[src/epp_pkg.sv]
// Shared types, constants and arithmetic helpers of the Euler pose point transform.
`timescale 1ns / 1ps
package epp_pkg;

	localparam int CORD_W = 34;
	localparam int ATAN_ENTRIES = 24;

	localparam logic signed [CORD_W-1:0] CORDIC_GAIN_Q30 = 34'sd652032874;
	localparam logic signed [CORD_W-1:0] Q30_ONE = 34'sd1073741824;
	localparam logic signed [63:0] Q30_HALF = 64'sd536870912;

	localparam logic [2:0] REG_TRANS_X = 3'd0;
	localparam logic [2:0] REG_TRANS_Y = 3'd1;
	localparam logic [2:0] REG_TRANS_Z = 3'd2;
	localparam logic [2:0] REG_ROLL = 3'd3;
	localparam logic [2:0] REG_PITCH = 3'd4;
	localparam logic [2:0] REG_YAW = 3'd5;

	localparam logic [31:0] ATAN_PHASE [0:ATAN_ENTRIES-1] = '{
		32'h20000000, 32'h12E4051E, 32'h09FB385B, 32'h051111D4, 32'h028B0D43, 32'h0145D7E1,
		32'h00A2F61E, 32'h00517C55, 32'h0028BE53, 32'h00145F2F, 32'h000A2F98, 32'h000517CC,
		32'h00028BE6, 32'h000145F3, 32'h0000A2FA, 32'h0000517D, 32'h000028BE, 32'h0000145F,
		32'h00000A30, 32'h00000518, 32'h0000028C, 32'h00000146, 32'h000000A3, 32'h00000051
	};

	typedef logic signed [31:0] q30_t;

	typedef struct packed {
		q30_t m0;
		q30_t m1;
		q30_t m2;
	} mrow_t;

	function automatic q30_t clamp_unit(input logic signed [CORD_W-1:0] v);
		if (v > Q30_ONE) begin
			return Q30_ONE[31:0];
		end else if (v < -Q30_ONE) begin
			return -Q30_ONE[31:0];
		end
		return v[31:0];
	endfunction

	function automatic q30_t qmul(input q30_t a, input q30_t b);
		logic signed [63:0] p;
		p = 64'(a) * 64'(b) + Q30_HALF;
		return p[61:30];
	endfunction

endpackage

[src/epp_cordic.sv]
// Pipelined rotation-mode CORDIC giving the cosine and sine of one binary angle in Q2.30.
`timescale 1ns / 1ps
module epp_cordic import epp_pkg::*; #(
	parameter int ANGLE_BITS = 16,
	parameter int CORDIC_STEPS = 16
) (
	input  logic        clk,
	input  logic [15:0] angle,
	output q30_t        cos_q30,
	output q30_t        sin_q30
);

	localparam int SH = 32 - ANGLE_BITS;
	localparam logic [31:0] AMASK = 32'((64'd1 << ANGLE_BITS) - 64'd1);

	logic [31:0] ph;
	logic [31:0] ph_off;
	logic [1:0]  quad;
	logic [31:0] resid;

	logic signed [CORD_W-1:0] x_q [0:CORDIC_STEPS];
	logic signed [CORD_W-1:0] y_q [0:CORDIC_STEPS];
	logic signed [CORD_W-1:0] z_q [0:CORDIC_STEPS];
	logic [1:0]               q_q [0:CORDIC_STEPS];
	logic signed [CORD_W-1:0] c_pre;
	logic signed [CORD_W-1:0] s_pre;

	assign ph = ({16'd0, angle} & AMASK) << SH;
	assign ph_off = ph + 32'h20000000;
	assign quad = ph_off[31:30];
	assign resid = ph - {quad, 30'd0};

	always_ff @(posedge clk) begin
		x_q[0] <= CORDIC_GAIN_Q30;
		y_q[0] <= '0;
		z_q[0] <= CORD_W'(signed'(resid));
		q_q[0] <= quad;
	end

	for (genvar i = 0; i < CORDIC_STEPS; i++) begin : g_step
		localparam logic signed [CORD_W-1:0] ATN = CORD_W'(ATAN_PHASE[i]);
		always_ff @(posedge clk) begin
			if (z_q[i] >= 0) begin
				x_q[i+1] <= x_q[i] - (y_q[i] >>> i);
				y_q[i+1] <= y_q[i] + (x_q[i] >>> i);
				z_q[i+1] <= z_q[i] - ATN;
			end else begin
				x_q[i+1] <= x_q[i] + (y_q[i] >>> i);
				y_q[i+1] <= y_q[i] - (x_q[i] >>> i);
				z_q[i+1] <= z_q[i] + ATN;
			end
			q_q[i+1] <= q_q[i];
		end
	end

	always_comb begin
		case (q_q[CORDIC_STEPS])
			2'd1: begin
				c_pre = -y_q[CORDIC_STEPS];
				s_pre = x_q[CORDIC_STEPS];
			end
			2'd2: begin
				c_pre = -x_q[CORDIC_STEPS];
				s_pre = -y_q[CORDIC_STEPS];
			end
			2'd3: begin
				c_pre = y_q[CORDIC_STEPS];
				s_pre = -x_q[CORDIC_STEPS];
			end
			default: begin
				c_pre = x_q[CORDIC_STEPS];
				s_pre = y_q[CORDIC_STEPS];
			end
		endcase
	end

	always_ff @(posedge clk) begin
		cos_q30 <= clamp_unit(c_pre);
		sin_q30 <= clamp_unit(s_pre);
	end

endmodule

[config.mk]
export PLATFORM = sky130hd
export DESIGN_NAME = epp_cordic
export DESIGN_NICKNAME = d
export VERILOG_FILES = /design/src/epp_pkg.sv /design/src/epp_cordic.sv
export SDC_FILE = /design/constraint.sdc
export NUM_CORES = 2
export LEC_CHECK = 0
export BUFFER_PORTS_ARGS = -buffer_cell sky130_fd_sc_hd__clkbuf_2
export CAP_MARGIN = 20
export CORE_MARGIN = 2
export CORE_UTILIZATION = 45
export CTS_CLUSTER_DIAMETER = 150
export DETAILED_ROUTE_END_ITERATION = 12
export HOLD_SLACK_MARGIN = 0.06
export SLEW_MARGIN = 20
export SYNTH_ARGS = -nofsm -noshare
export SYNTH_HDL_FRONTEND = slang
export SYNTH_SLANG_ARGS = --single-unit
[constraint.sdc]
create_clock -name clk -period 6.4 [get_ports clk]
set_input_delay 1.92 -clock clk [delete_from_list [all_inputs] [get_ports clk]]
set_output_delay 1.92 -clock clk [all_outputs]
set_load 0.05 [all_outputs]
# Yosys cells after proc, flatten, opt, wreduce, memory -nomap -nowiden
# Memories as Yosys holds them, arrays and structs flattened.
# Index checks and enable logic that the tools add are counted.
# totals
rom_bits,0
n_memories,4
latch_bits,0
ram_bits,1768
input_bits,17
reg_bits,64
output_inout_bits,64
# classes
n_mul,0
eq_ne,3
magnitude_cmp,20
n_addsub,99
muxes,108
reduce_logical,0
n_shift,0
div,0
n_bitwise,48
# memory_table
memory,words,word_bits,read_ports,rd_clocked_by_memory_dff,wr,line_no,source
x_q,17,34,17,0,17,epp_cordic.sv:21,logic signed [CORD_W-1:0] x_q [0:CORDIC_STEPS];
y_q,17,34,17,0,17,epp_cordic.sv:22,logic signed [CORD_W-1:0] y_q [0:CORDIC_STEPS];
z_q,17,34,16,0,17,epp_cordic.sv:23,logic signed [CORD_W-1:0] z_q [0:CORDIC_STEPS];
q_q,17,2,17,0,17,epp_cordic.sv:24,logic [1:0] q_q [0:CORDIC_STEPS];
# op_table
op,count
34-bit 2-to-1 mux,48
"34-bit by 1-bit greater-or-equal comparator with 1-bit output, second input constant",16
34-bit case mux with 3 select lines,2
32-bit 2-to-1 mux,6
34-bit by 19-bit adder with 34-bit output,2
34-bit by 20-bit adder with 34-bit output,2
34-bit by 21-bit adder with 34-bit output,2
34-bit by 22-bit adder with 34-bit output,2
34-bit by 23-bit adder with 34-bit output,2
34-bit by 24-bit adder with 34-bit output,2
34-bit by 25-bit adder with 34-bit output,2
34-bit by 26-bit adder with 34-bit output,2
34-bit by 27-bit adder with 34-bit output,2
34-bit by 28-bit adder with 34-bit output,2
34-bit by 29-bit adder with 34-bit output,2
34-bit by 30-bit adder with 34-bit output,2
34-bit by 31-bit adder with 34-bit output,2
34-bit by 32-bit adder with 34-bit output,2
34-bit by 33-bit adder with 34-bit output,2
"34-bit by 32-bit > comparator with 1-bit output, second input constant",2
"34-bit by 31-bit < comparator with 1-bit output, second input constant",2
34-bit negation,2
34-bit by 19-bit subtractor with 34-bit output,2
34-bit by 20-bit subtractor with 34-bit output,2
53 further kinds,166

# Logic depth before layout (Yosys ltp)
# An unclocked memory read counts as a cell.
# logic_depth
depth_word,7
ltp_mapped,22
ltp_nobuf,21

# Least setup slack after synthesis
# No wires, ideal clock.
# synth_timing
kind,reg2reg
start,mem z_q[10][33]
end,mem z_q[11][32]
arrival_time_ps,4636
synth_period_minus_slack_ps,4754
path_buffers,3
required_time_ps,6282
path_slack_ps,1646
setup_ps,118
path_stages_with_launch,22
cell_sequence,dfxtp_1 inv_1 ha_1 nor4b_1 nand4_1 nor2_1 nor2_1 inv_1 clkbuf_1 buf_1 ha_1 clkbuf_1 and3_1 a221o_1 a21oi_1 a2bb2oi_1 o211ai_1 a31oi_1 nor2b_1 o21a_1 o41a_1 xnor2_1
# synth_lines
item,line_no
start: declaration,epp_cordic.sv:23

==> flow_summary.toml <==
[worst_setup_path]
critical_path.top_delay_family = "compound AO/OA/AOI/OAI gates"
reg2reg_from = "x_q[15][19]$_DFF_P_"
crit_buf_inv = 0
crit_fanout = 7
crit_slowest_cell = "or4_1"
path_cells = "or4_1 -> or3_1 -> nor3_1 -> nand3_1 -> o211ai_1 -> o21ai_0 -> ha_1 -> a211oi_1 -> nand2_1 -> o31ai_1 -> nor2_1 -> a21o_1 -> a31o_2 -> o41ai_1 -> o2111ai_1 -> a21oi_1 -> xnor2_1"
crit_arrival_ps = 6450
r2r-end = "y_q[16][32]$_DFF_P_"
r2r_slack_ps = 710
worstPathRequired_ps = 7170
cp_slowest_stage_delay_ps = 570
reg2reg_depth = 17
critPathLaunchType = "flop"
critical_path_class = "flop to flop"
cp-end-kind = "flop"

[logic_synthesis]
syn-cell-area_sq_um = 112700
syn-instance-count = 13220
ys_seq_area_share_pct = 27.40
async_flop_share_pct = 0
synth.top_cell.area_share_pct = 27.40
synth_common_cells = "dfxtp_1 (1543), ha_1 (1388), xnor2_1 (1210), a21oi_1 (1157), nor2_1 (905)"
yosysTopAreaCell = "dfxtp_1"
synth_most_common_cell = "dfxtp_1"
avgSynthCellArea_sq_um = 8.526
ys_warn_count = 0
synth_nets = 14670
synthTopCellsByArea = "dfxtp_1 (27%), ha_1 (15%), xnor2_1 (9.4%)"
synth-edff-count = 0
ys_types = 95
ys_seq_elements = 1543
synthFlopType = "dfxtp_1"

[grt]
grtUsageMet1_pct = 31.46
grt_use_met2_pct = 42.70
grt_pass1_vias = 93590
use_met3_pct = 2.542
overflow = 0
track_usage_pct = 24.50
busiest_layer = "met2"
antenna_found_initial = 9
grt_pass1_wl_um = 511000
grt_start_max_net_pins = 69

[min_path]
min_path_cells = 0
min_to = "q_q[0][20]$_DFF_P_"
min_from = "q_q[0][18]$_DFF_P_"
min_path_type = "flop to flop"

[routing]
via_count = 96720
wirelength_um = 324100
drt-initial-drc-count = 6188
antenna_left = 0
drc = 0
routedWlPerCell_um = 19.31
dr.pass1.iters = 8
viasPerCell = 5.763

[clock_tree]
cts_hold_buffers = 0
cts-root-buf = "clkbuf_16"
numCtsBuffers = 179
clkTransAtPathRegs_ps = 60
cts_max_level = 4
clk_latency_ps = 860
postCtsSetupBuffers = 0
cts_resized = 0
cts_tree = "yes"
cts_sinks = 1543
cts_buffer_depth = 3

[timing]
period_minus_slack_ps = 5686
fmax_ghz = 0.1759
fin_skew_ps = 60.11
hold_viol = 0
setup-violations-final = 0
worstMarginPinSlew_ps = 1022
setup_tns_ps = 0
report.final.slew_viol_count = 0
worst_slack_ps = 713.7
relSlewSlack_pct = 31.35
post-route-period-util_pct = 88.85
rsz0062_at_grt = "no"

[final_layout]
area_delta_synth_final_pct = 9.402
final_util_pct = 49.55
nNetsFinal = 14750
layout-drive-gt1-share_pct = 4.824

[run]
maxCapViolations = 0

[floorplan]
core_area_sq_um = 248900
start_util_pct = 45.29
row_count = 183
die_x_um = 504.5
die_y_um = 504.5
die-area_sq_um = 254500
ios = 81

[place]
pre_cts_slack_ps = 840.3
portBuffers = 80
gp_congestion = 0.9364
dpl.hpwl_um = 263400

[status]
status = "complete, no violations"
-- per-layer routing --
| metal | wire (um) | vias up | part of all wire [%] |
|---|---|---|---|
| met5 | 0 | - | 0 |
| met3 | 13400 | 496 | 4.1 |
| met1 | 146100 | 45780 | 45 |
| met2 | 154100 | 2188 | 48 |
| met4 | 10550 | 0 | 3.3 |
| li1 | - | 48260 | - |
-- flip-flops by register name, indices dropped and copies added (netlist names) --
name     flops
x_q        484
cos_q30     32
z_q        451
sin_q30     32
y_q        510
q_q         34
-- layout by cell type, fill, tap and decap left out, drive strengths merged, types with 160 or more instances in the layout --
cell	netlist	routed
a21o	607	607
a21oi	1158	1158
clkbuf	203	302
dfxtp	1543	1543
ha	1388	1388
inv	537	553
nand2	807	807
nand2b	214	214
nand3	229	229
nor2	905	905
nor2b	160	160
nor3	281	281
o21a	186	186
o21ai	800	800
o21bai	187	187
o31ai	225	225
xnor2	1210	1210
xor2	676	676
-- area by class of cell --
class                   count  area (sq um)
clock inverters           104          1494
clock buffers             222          4931
inverters                 543          2038
fillers                 23680        125600
flip-flops and latches   1543         30900
diodes                      1         2.502
multi-input cells       10910         78980
repair buffers            134         818.3
well taps                3330          4167
-- per-stage QoR --
stage | cells | cell area (sq um) | hold slack, ps
after floorplan | 13220 | 112700 | 309.6
after global placement | 16460 | 116900 | 310.8
after detailed placement | 16460 | 116900 | 312.1
after CTS | 16780 | 123300 | 313.8
after global routing | 16780 | 123300 | 322.9
final | 16780 | 123300 | 322.2
-- cells by family (layout without fill, tap and decap cells) --
| kind of cell | count (synthesis) | after routing | synth area share (%) |
|---|---|---|---|
| xor+xnor | 1886 | 1886 | 14.66 |
| mux | 82 | 82 | 0.7481 |
| flops | 1543 | 1543 | 27.40 |
| fa+ha+maj | 1429 | 1429 | 16.13 |
| other cells | 1 | 2 | 0.003327 |
| simple gates | 3454 | 3454 | 15.19 |
| compound gates | 4055 | 4055 | 23.27 |
| buf+inv | 772 | 1003 | 2.596 |
-- worst max-delay path by stage --
stage	from	end	slack, ps	cells after the start
after floorplan	z_q[10][33]$_DFF_P_	z_q[11][32]$_DFF_P_	1650	21
after global placement	x_q[8][12]$_DFF_P_	y_q[9][33]$_DFF_P_	800	18
after detailed placement	x_q[15][20]$_DFF_P_	y_q[16][32]$_DFF_P_	840	17
after CTS	x_q[8][12]$_DFF_P_	y_q[9][33]$_DFF_P_	780	18
after global routing	x_q[15][20]$_DFF_P_	y_q[16][32]$_DFF_P_	210	17
final	x_q[15][19]$_DFF_P_	y_q[16][32]$_DFF_P_	710	17
Power is left out: the tool's default activity adds up to more than one toggle a clock period on the data nets, which glitch-free logic cannot reach.
